--- config.mk ---
export PLATFORM = sky130hd
export DESIGN_NAME = bit_field_insert_extract_top
export DESIGN_NICKNAME = d
export VERILOG_FILES = /design/src/bfie_pkg.sv /design/src/bit_field_insert_extract_top.sv /design/src/bfie_ram.sv
export SDC_FILE = /design/constraint.sdc
export NUM_CORES = 2
export LEC_CHECK = 0
export BUFFER_PORTS_ARGS = -buffer_cell sky130_fd_sc_hd__buf_2
export CORE_MARGIN = 3
export CORE_UTILIZATION = 45
export DETAILED_ROUTE_END_ITERATION = 8
export PLACE_DENSITY = 0.61
export SYNTH_ARGS = -nofsm -noshare
export SYNTH_HDL_FRONTEND = slang
export SYNTH_SLANG_ARGS = --single-unit
--- constraint.sdc ---
create_clock -name clk_i -period 8.8 [get_ports clk_i]
set_clock_uncertainty 0.15 [all_clocks]
set_input_delay 0.44 -clock clk_i [delete_from_list [all_inputs] [get_ports clk_i]]
set_output_delay 0.44 -clock clk_i [all_outputs]
set_load 0.05 [all_outputs]
--- src/bfie_pkg.sv ---
// ----------------------------------------------------------------------------
// bfie_pkg
// Shared types, constants and helpers of the bit-field insert/extract engine.
// ----------------------------------------------------------------------------
package bfie_pkg;

  // Byte store geometry: eight byte-wide banks, one row holds eight bytes.
  localparam int STORE_BYTES = 256;
  localparam int NUM_BANKS   = 8;
  localparam int ROWS        = (STORE_BYTES + NUM_BANKS - 1) / NUM_BANKS;
  localparam int ROW_AW      = (ROWS > 1) ? $clog2(ROWS) : 1;

  typedef enum logic {
    OP_EXTRACT = 1'b0,
    OP_INSERT  = 1'b1
  } op_e;

  typedef enum logic [1:0] {
    STAT_OK    = 2'd0,
    STAT_SPAN  = 2'd1,
    STAT_RANGE = 2'd2
  } status_e;

  typedef struct packed {
    op_e         op;
    logic        little_endian;
    logic [10:0] bit_position;
    logic [6:0]  field_length;
    logic [63:0] field_value;
  } bfie_req_t;

  typedef struct packed {
    logic [63:0] read_value;
    logic [11:0] next_position;
    status_e     status;
  } bfie_rsp_t;

  // Mask of the low len bits; saturates at 64 bits.
  function automatic logic [63:0] len_mask(input logic [6:0] len);
    logic [63:0] m;
    if (len == 7'd0) begin
      m = '0;
    end else if (len >= 7'd64) begin
      m = '1;
    end else begin
      m = (64'd1 << len[5:0]) - 64'd1;
    end
    return m;
  endfunction

endpackage

--- src/bit_field_insert_extract_top.sv ---
// ----------------------------------------------------------------------------
// bit_field_insert_extract_top
// Bit-field insert/extract engine over a banked byte store.
// ----------------------------------------------------------------------------
//  channel  | ports                 | handshake
//  ---------+-----------------------+-------------------------------------
//  request  | start, busy, req_i    | transfer when start high, busy low
//  result   | done_o, rsp_o         | one-cycle strobe, no back-pressure
//
//  An item passes the steps accept (bank read issued), read (bytes
//  assembled into a word), modify (shift, mask, write back, result
//  registered). The result strobe follows in the cycle after modify, in
//  which the next item may already transfer. The single port of each bank
//  sets this order: read and write-back of the same row need separate cycles.
//  After reset a clearing pass over all ROWS rows zeroes the banks; busy
//  stays high meanwhile. The receiver cannot stall.
// ----------------------------------------------------------------------------
module bit_field_insert_extract_top (
  input  logic                 clk_i,
  input  logic                 rst_ni,
  input  logic                 start,
  output logic                 busy,
  input  bfie_pkg::bfie_req_t  req_i,
  output logic                 done_o,
  output bfie_pkg::bfie_rsp_t  rsp_o
);

  typedef enum logic [3:0] {
    ST_CLEAR = 4'b0001,
    ST_IDLE  = 4'b0010,
    ST_READ  = 4'b0100,
    ST_MOD   = 4'b1000
  } state_e;

  localparam int NB  = bfie_pkg::NUM_BANKS;
  localparam int RAW = bfie_pkg::ROW_AW;

  state_e state_q, state_d;
  logic [RAW-1:0] clr_cnt_q, clr_cnt_d;

  // Request held for the item in flight, plus its decode.
  bfie_pkg::bfie_req_t req_q;
  logic [7:0]  base_q;
  logic [2:0]  bit_q;
  logic [7:0]  span_q;
  logic [3:0]  grp_q;
  logic [11:0] next_q;
  bfie_pkg::status_e status_q;

  logic [63:0] word_q;

  bfie_pkg::bfie_rsp_t rsp_q;
  logic done_q;

  // Decode of the incoming request.
  logic [7:0]  in_base;
  logic [2:0]  in_bit;
  logic [7:0]  in_span;
  logic [3:0]  in_grp;
  logic [11:0] in_next;
  logic [31:0] in_end;
  bfie_pkg::status_e in_status;
  logic        accept;

  // Bank side.
  logic [RAW-1:0] bank_addr  [NB];
  logic           bank_we    [NB];
  logic [7:0]     bank_wdata [NB];
  logic [7:0]     bank_rdata [NB];

  // Modify stage.
  logic [6:0]  shamt;
  logic [63:0] fmask;
  logic [63:0] extracted;
  logic [63:0] merged;
  logic        write_ok;

  // Row of the byte that bank b holds for a group starting at byte base.
  function automatic logic [RAW-1:0] bank_row(input logic [7:0] base, input int b);
    logic [2:0] lane;
    logic [8:0] addr;
    lane = 3'(b) - base[2:0];
    addr = {1'b0, base} + {6'd0, lane};
    return RAW'(addr[8:3]);
  endfunction

  assign accept = start && !busy;

  always_comb begin
    in_base = req_i.bit_position[10:3];
    in_bit  = req_i.bit_position[2:0];
    in_span = {5'd0, in_bit} + {1'b0, req_i.field_length};
    in_next = {1'b0, req_i.bit_position} + {5'd0, req_i.field_length};
    if (in_span <= 8'd8) begin
      in_grp = 4'd1;
    end else if (in_span <= 8'd16) begin
      in_grp = 4'd2;
    end else if (in_span <= 8'd32) begin
      in_grp = 4'd4;
    end else begin
      in_grp = 4'd8;
    end
    in_end = 32'(in_base) + 32'(in_grp);
    if (in_span > 8'd64) begin
      in_status = bfie_pkg::STAT_SPAN;
    end else if (in_end > 32'(bfie_pkg::STORE_BYTES)) begin
      in_status = bfie_pkg::STAT_RANGE;
    end else begin
      in_status = bfie_pkg::STAT_OK;
    end
  end

  // Sequencer.
  always_comb begin
    state_d   = state_q;
    clr_cnt_d = clr_cnt_q;
    case (state_q)
      ST_CLEAR: begin
        clr_cnt_d = clr_cnt_q + RAW'(1);
        if (clr_cnt_q == RAW'(bfie_pkg::ROWS - 1)) begin
          state_d = ST_IDLE;
        end
      end
      ST_IDLE: begin
        if (accept) begin
          state_d = ST_READ;
        end
      end
      ST_READ:  state_d = ST_MOD;
      ST_MOD:   state_d = ST_IDLE;
      default:  state_d = ST_CLEAR;
    endcase
  end

  always_ff @(posedge clk_i or negedge rst_ni) begin
    if (!rst_ni) begin
      state_q   <= ST_CLEAR;
      clr_cnt_q <= '0;
      done_q    <= 1'b0;
    end else begin
      state_q   <= state_d;
      clr_cnt_q <= clr_cnt_d;
      done_q    <= (state_q == ST_MOD);
    end
  end

  assign busy = (state_q != ST_IDLE);

  // Capture the request and its decode on transfer.
  always_ff @(posedge clk_i) begin
    if (accept) begin
      req_q    <= req_i;
      base_q   <= in_base;
      bit_q    <= in_bit;
      span_q   <= in_span;
      grp_q    <= in_grp;
      next_q   <= in_next;
      status_q <= in_status;
    end
  end

  // Assemble the group: lane i is byte base+i. Native order puts lane 0 at
  // the bottom, byte-reversed order at the top of the 64-bit word.
  always_ff @(posedge clk_i) begin
    if (state_q == ST_READ) begin
      for (int i = 0; i < NB; i++) begin
        if (req_q.little_endian) begin
          word_q[8*(NB-1-i) +: 8] <= bank_rdata[3'(base_q[2:0] + 3'(i))];
        end else begin
          word_q[8*i +: 8] <= bank_rdata[3'(base_q[2:0] + 3'(i))];
        end
      end
    end
  end

  // Shift and merge. Byte-reversed: field starts at bit 64-span, so
  // bytes past the group stay untouched at the bottom of the word.
  always_comb begin
    if (req_q.little_endian) begin
      shamt = 7'(8'd64 - span_q);
    end else begin
      shamt = {4'd0, bit_q};
    end
    fmask     = bfie_pkg::len_mask(req_q.field_length);
    extracted = (word_q >> shamt) & fmask;
    merged    = (word_q & ~(fmask << shamt)) | ((req_q.field_value & fmask) << shamt);
    write_ok  = (state_q == ST_MOD) && (status_q == bfie_pkg::STAT_OK) &&
                (req_q.op == bfie_pkg::OP_INSERT);
  end

  // Bank ports: clear sweep, read at transfer, write back in modify.
  for (genvar b = 0; b < NB; b++) begin : g_bank
    logic [2:0] lane;
    assign lane = 3'(b) - base_q[2:0];

    always_comb begin
      bank_we[b]    = 1'b0;
      bank_wdata[b] = '0;
      bank_addr[b]  = bank_row(base_q, b);
      case (state_q)
        ST_CLEAR: begin
          bank_we[b]   = 1'b1;
          bank_addr[b] = clr_cnt_q;
        end
        ST_IDLE: begin
          bank_addr[b] = bank_row(in_base, b);
        end
        ST_MOD: begin
          bank_we[b] = write_ok && ({1'b0, lane} < grp_q);
          if (req_q.little_endian) begin
            bank_wdata[b] = merged[8*(NB-1) - 8*lane +: 8];
          end else begin
            bank_wdata[b] = merged[8*lane +: 8];
          end
        end
        default: ;
      endcase
    end

    bfie_ram #(
      .WIDTH(8),
      .DEPTH(bfie_pkg::ROWS)
    ) u_bank (
      .clk_i  (clk_i),
      .we_i   (bank_we[b]),
      .addr_i (bank_addr[b]),
      .wdata_i(bank_wdata[b]),
      .rdata_o(bank_rdata[b])
    );
  end

  // Result register; drop the value on insert or error.
  always_ff @(posedge clk_i) begin
    if (state_q == ST_MOD) begin
      rsp_q.status <= status_q;
      if (status_q == bfie_pkg::STAT_OK && req_q.op == bfie_pkg::OP_EXTRACT) begin
        rsp_q.read_value <= extracted;
      end else begin
        rsp_q.read_value <= '0;
      end
      if (status_q != bfie_pkg::STAT_OK && req_q.little_endian) begin
        rsp_q.next_position <= '0;
      end else begin
        rsp_q.next_position <= next_q;
      end
    end
  end

  assign done_o = done_q;
  assign rsp_o  = rsp_q;

  // Result strobe only follows the modify cycle.
  a_done_after_mod: assert property (@(posedge clk_i) disable iff (!rst_ni)
    done_o |-> $past(state_q == ST_MOD))
    else $error("result strobe without a modify cycle");

  // Bank 0 of the store only changes on a clean insert or during the clearing pass.
  a_write_clean: assert property (@(posedge clk_i) disable iff (!rst_ni)
    (bank_we[0] && state_q != ST_CLEAR) |->
      (status_q == bfie_pkg::STAT_OK && req_q.op == bfie_pkg::OP_INSERT))
    else $error("bank write on a failed or extract item");

  // Errors never return data.
  a_err_zero: assert property (@(posedge clk_i) disable iff (!rst_ni)
    (done_o && rsp_o.status != bfie_pkg::STAT_OK) |-> (rsp_o.read_value == 64'd0))
    else $error("error result carries a value");

  // No result, and so no transfer, until the clearing pass has finished.
  a_clear_first: assert property (@(posedge clk_i) disable iff (!rst_ni)
    (state_q == ST_CLEAR) |=> !done_o)
    else $error("result during clearing pass");

endmodule

--- src/bfie_ram.sv ---
// ----------------------------------------------------------------------------
// bfie_ram
// Generic single-port synchronous RAM with registered read data.
// ----------------------------------------------------------------------------
module bfie_ram #(
  parameter int WIDTH = 8,
  parameter int DEPTH = 32
) (
  input  logic                                   clk_i,
  input  logic                                   we_i,
  input  logic [((DEPTH > 1) ? $clog2(DEPTH) : 1)-1:0] addr_i,
  input  logic [WIDTH-1:0]                       wdata_i,
  output logic [WIDTH-1:0]                       rdata_o
);

  logic [WIDTH-1:0] mem [DEPTH];
  logic [WIDTH-1:0] rdata_q;

  always_ff @(posedge clk_i) begin
    if (we_i) begin
      mem[addr_i] <= wdata_i;
    end
    rdata_q <= mem[addr_i];
  end

  assign rdata_o = rdata_q;

endmodule
== Word-level counts from Yosys, hierarchy flattened ==
Memories as Yosys holds them, arrays and structs flattened. A register that Yosys moved wholly into a read port is not among the register bits.
Index checks and enable logic that the tools add are counted.

* Flip-flop bits (word level): 261
* Bits in writable memories: 2048
* Logic and storage cells: 250
* Memories kept: 8

{| class="wikitable"
|+ Memory list
! memory !! words !! bits a word !! rd ports !! clocked after memory_dff !! wr ports !! line !! text
|-
| g_bank[0].u_bank.mem || 32 || 8 || 1 || 1 || 1 || bfie_ram.sv:16 || <nowiki>logic [WIDTH-1:0] mem [DEPTH];</nowiki>
|-
| g_bank[1].u_bank.mem || 32 || 8 || 1 || 1 || 1 || bfie_ram.sv:16 ||
|-
| g_bank[2].u_bank.mem || 32 || 8 || 1 || 1 || 1 || bfie_ram.sv:16 ||
|-
| g_bank[3].u_bank.mem || 32 || 8 || 1 || 1 || 1 || bfie_ram.sv:16 ||
|-
| g_bank[4].u_bank.mem || 32 || 8 || 1 || 1 || 1 || bfie_ram.sv:16 ||
|-
| g_bank[5].u_bank.mem || 32 || 8 || 1 || 1 || 1 || bfie_ram.sv:16 ||
|-
| +2 memories || -- || -- || -- || -- || -- || -- ||
|}

* $add $sub $neg: 53
* $lt $le $gt $ge: 22
* Equal/unequal tests: 8
* Shift-type cells: 20
* Mux-type cells: 90
* Bitwise operators: 14
* Reductions and logical operators: 18

{| class="wikitable"
|+ Operators by type and width
! cell !! number
|-
| 64-bit by 33-bit indexed part select with 8-bit output || 8
|-
| 64-bit by 7-bit indexed part select with 8-bit output || 8
|-
| 8-bit two-way mux || 40
|-
| 64-bit bitwise AND || 3
|-
| 8-bit binary-select mux with 3-bit select || 8
|-
| 8-bit by 3-bit adder with 8-bit output || 16
|-
| 64-bit two-way mux || 2
|-
| 64-bit by 7-bit left shift with 64-bit output || 2
|-
| 5-bit one-hot mux with 2 select lines || 8
|-
| 64-bit inverter || 1
|-
| 64-bit OR || 1
|-
| 1-bit by 6-bit left shift with 64-bit output, first input constant || 1
|-
| 64-bit by 7-bit >> shifter with 64-bit output || 1
|-
| 64-bit by 1-bit subtractor with 64-bit output, second input constant || 1
|-
| 6-bit by 6-bit subtractor with 7-bit output, first input constant || 8
|-
| 4-bit >= comparator, second input constant || 8
|-
| 3-bit by 4-bit less-than comparator with 1-bit output || 8
|-
| 3-bit inverter with 4-bit output || 8
|-
| 3-bit subtractor, first input constant || 8
|-
| 4-bit two-way mux || 5
|-
| 1-bit two-way mux || 16
|-
| 1-bit one-hot mux with 2 select lines || 8
|-
| 4-bit one-hot mux with 4 select lines || 1
|-
| 1-bit logical AND || 13
|-
| other kinds (31) || 42
|}

== Logic depth before layout (Yosys ltp) ==
* Depth in word-level cells: 11
* Mapped depth: 21
* Depth with buffers taken out: 16

== Cells and area by module ==
A second synthesis with hierarchy kept.

* Cells, all modules: 8995
* Area total of the unflattened synthesis: 116455.4 µm²

{| class="wikitable"
|+ By module, submodules not included
! module !! instances !! cells each !! area an instance (µm²) !! sequential area each (µm²)
|-
| bfie_ram (g_bank[2].u_bank ...) || 6 || 576 || 10206.0 || 7847.5
|-
| bit_field_insert_extract_top || 1 || 4387 || 34810.9 || 7698.6
|-
| bfie_ram (g_bank[1].u_bank) || 1 || 576 || 10207.3 || 7847.5
|-
| bfie_ram (g_bank[0].u_bank) || 1 || 576 || 10201.0 || 7847.5
|}

== Least setup slack after synthesis ==
No wires, ideal clock.

* Path kind: reg-to-reg
* Start: register state_q[3]
* End: register word_q[0] (enable)
* Library setup time: 0.666 ns
* Arrival time: 7.127 ns
* Required time: 7.984 ns
* Setup slack: 0.857 ns
* Stages on the path, launching flop included: 3
* Buffers on the path: 1
* Clock period less this slack: 7.943 ns
* Path through: dfrtp_1 -> clkbuf_1 -> nor4b_1

* Cells in the longest elaborated chain, start to end: 1

{| class="wikitable"
|+ RTL lines
! what !! line !! text
|-
| start: declaration || bit_field_insert_extract_top.sv:38 || <nowiki>state_e state_q, state_d;</nowiki>
|-
| start signal: assignment || bit_field_insert_extract_top.sv:141 || <nowiki>state_q <= state_d;</nowiki>
|-
| 4-bit by 3-bit equality test with 1-bit output || bit_field_insert_extract_top.sv:165 || <nowiki>if (state_q == ST_READ) begin</nowiki>
|-
| end signal: indexed assignment || bit_field_insert_extract_top.sv:168 || <nowiki>word_q[8*(NB-1-i) +: 8] <= bank_rdata[3'(base_q[2:0] + 3'(i))];</nowiki>
|-
| end signal: indexed assignment || bit_field_insert_extract_top.sv:170 || <nowiki>word_q[8*i +: 8] <= bank_rdata[3'(base_q[2:0] + 3'(i))];</nowiki>
|-
| end: declaration || bit_field_insert_extract_top.sv:50 || <nowiki>logic [63:0] word_q;</nowiki>
|}

Every way passes these cells.
A chain may end at the register's enable or synchronous reset.

==> impl_metrics.toml <==
[timing]
slew_headroom = -0.0247
rsz0062_at_grt = "no"
final-max-slew-violation-count = 12
setup_viol = 0
min_period_ns = 8.22
worst_pin_slew_ns = 1.54
tns_ns = 0
max_freq_ghz = 0.122
hold_violations = 0
finalCritPeriodShare = 0.935

[setup_path]
r2r_cells = 17
startpoint_type = "flop"
worstSetupPathType = "flop to flop"
cpMaxStageDelayCell = "a221oi_1"
cp-startpoint = "req_q[66]"
critPathMaxFanout = 49
worstReg2RegEnd = "g_bank[3].u_bank.mem[28][6]"
cp.required_ns = 9.20
max_stage_delay_ns = 1.07
end_kind = "flop"
r2r_setup_slack_ns = 0.58
crit_chain = "buf_4, nor2_1, nand3_1, ha_1, buf_4, o221ai_2, nor2_1, a21oi_1, a221oi_1, mux2i_1, o21ai_0, o211ai_1, nor4_1, mux2i_1, mux2i_1, a21oi_2, buf_4"
worstPathArrival_ns = 8.63
timing.rr.start = "req_q[66]"

[logic_synthesis]
synth.cell_area_um2 = 117000
synth-simple-area-share = 0.119
synth_top_area_frac = 0.591
synth_warnings = 0
syn_inst = 9244
synthFlopType = "edfxtp_1"
async_flop_share = 0.00422
yosys-top-cells-area = "edfxtp_1 (59%), mux4_2 (7.4%), nand2_1 (4.1%), mux2i_1 (2.4%), nor2_1 (2.1%)"
synth-compound-area-share = 0.135
synth_adder_area_share = 0.00549
synth_seq_cells = 2370
synthXorXnorAreaFrac = 0.00908
post-synth-top-area-cell = "edfxtp_1"
synthesis.nets = 9381
yosysUniqueCellTypes = 124
syn_area_per_cell_um2 = 12.6
synth_edf_count = 2296
synth_top_family_by_area = "compound AO/OA/AOI/OAI gates"
synth-seq-area-share = 0.604
synth.area.mux_share = 0.100

[die]
die_y_um = 515
core_um2 = 257000
num_rows = 186
dieArea_um2 = 265000
io_pins = 167
start_util = 0.453
die_width_um = 515

[status]
status = "finished, violations left"
failed_checks = "capacitance limit, slew limit"

[layout]
areaGrowthSynthToFinish_pct = 13.3
multiInputGateArea_um2 = 44300
nets = 9609
fill_cells = 21978
final_common_cell = "edfxtp_1"
final_cell_mix = "edfxtp_1 (2,296), nand2_1 (1,257), nor2_1 (625)"
seq_area_um2 = 70500
utilization = 0.513
final_cell_area_um2 = 132000
drive_gt1_frac = 0.167
instances_no_fill = 13073

[place]
port_buffers = 166
hpwl_um = 375000
placed_cell_area_um2 = 123000
dp.cells = 12527
place.gp.congestion = 1.10

[route]
drc_errors = 0
dr.pass1.iters = 9
wl_met2_um = 226000
avgRoutedWirePerCell_um = 39.6
ant_nets = 0
wl_met1_um = 204000
drt-initial-drc-count = 12691
routed_wl_um = 518000
vias = 89301
avgViaCountPerCell = 6.83
top_layer = "met5"
dr_wl_met3_um = 49600

[power]
power-per-cell-area_nw_per_um2 = 292
ir_drop_v = 0.000310
p_leak_nw = 43.5
power_mw = 38.6

[clocking]
cts_max_path_buffers = 4
clock_latency_ns = 0.98
post_cts_resized = 0
cts_made_buffers = 238
path_clk_slew_ns = 0.06
htree_levels = 4
clk_root_buffer_cell = "clkbuf_16"
cts_tree = "yes"
cts.sinks = 2370

[worst_hold_path]
whs_path_depth = 1
hold_start = "req_i[77]"
holdCritPathClass = "primary input to flop"
hold_path_end = "base_q[3]"

[run]
maxCapViolations = 3

[grt]
grt_antenna_before_repair = 38
grt_usage = 0.383
grt_max_degree = 132
overflow = 0
grt_pass1_wl_um = 707000
grt_pass1_vias = 84749
==> how the worst max path moves through the flow <==
stage	to	slack, ns	cells after the start
2_1_floorplan	word_q[0]	0.86	2
3_3_place_gp	g_bank[7].u_bank.mem[25][4]	1.09	21
6_report	g_bank[3].u_bank.mem[28][6]	0.58	17
4_1_cts	g_bank[3].u_bank.mem[30][7]	1.04	19
3_5_place_dp	g_bank[3].u_bank.mem[11][7]	1.07	19
5_1_grt	g_bank[3].u_bank.mem[11][6]	0.47	17
==> metal layers <==
layer,vias up,track usage
met2,5413,0.568
met4,14,0.238
li1,36851,-
met3,1289,0.0885
met1,45734,0.510
met5,-,0
==> sequential cells by signal, summed over array words and instances (netlist names) <==
signal and cells:
state_q 4, span_q 7, g_bank.u_bank.rdata_o 64, next_q 9, req_q 73, clr_cnt_q 5
word_q 64, base_q 8, rsp_o 78, grp_q 4, status_q 2, done_o 1
g_bank.u_bank.mem 2048, bit_q 3
==> cell families after synthesis <==
group / Yosys count
buffers and inverters: 735
flip-flops: 2370
adder cells (fa/ha/maj): 50
XOR/XNOR: 120
multiplexers: 685
AO/OA/AOI/OAI: 2246
AND/OR/NAND/NOR: 3038
==> stage by stage <==
| step | setup WS (ns) | hold WS, ns |
|---|---|---|
| after floorplan | 0.857 | -0.00559 |
| after global placement | 1.09 | 0.202 |
| after detailed placement | 1.07 | 0.208 |
| after CTS | 1.04 | 0.0198 |
| after global routing | 0.469 | 0.0552 |
| final | 0.576 | 0.0941 |
==> cell usage after synthesis, drive strengths merged (21+ instances only) <==
cell type,n
edfxtp,2296
nand2,1259
nor2,644
clkbuf,413
o21ai,397
mux4,384
a21oi,368
nand3,342
mux2i,283
buf,270
a211oi,216
a22oi,193
and2,176
nor3,176
a31oi,160
and3,106
o211ai,97
o22ai,91
a311oi,87
xnor2,70
a221oi,69
dfxtp,64
nand4,63
o31ai,51
xor2,50
inv,49
ha,48
o221ai,48
or3,47
nor2b,45
a21o,43
nor4,41
nand2b,40
o31a,40
a2111oi,34
a221o,28
o21a,28
o32ai,26
a32oi,25
or2,22
a211o,21
a21boi,21
==> where the power goes <==
part | switching [mW] | total [mW] | leakage, nW | internal [mW]
clock | 4.37 | 10.1 | 3.78 | 5.76
sequential | 0.726 | 15.0 | 20.8 | 14.3
combinational | 8.88 | 13.4 | 18.9 | 4.54
total | 14.0 | 38.6 | 43.5 | 24.6
==> layout make-up <==
type | instances | area share
antenna | 20 | 0.000379
clock buffer | 305 | 0.0483
clock inverter | 132 | 0.0104
inverter | 52 | 0.00150
multi-input combinational | 6139 | 0.336
sequential | 2370 | 0.533
tap | 3384 | 0.0321
timing repair buffer | 671 | 0.0384
==> critical path, delay by kind of cell (launching register included) <==
family	cells	cell delay, ns
compound gates	6	2.91
buf+inv	3	1.28
simple gates	4	1.21
mux	3	1.17
fa+ha+maj	1	0.74
flops	1	0.36
==> what timing repair did <==
item,4_1_cts,5_1_grt
hold endpoints to repair,111,0
setup buffers,0,0
hold buffers,87,0
Note: power is estimated with default switching activity, not from simulation.
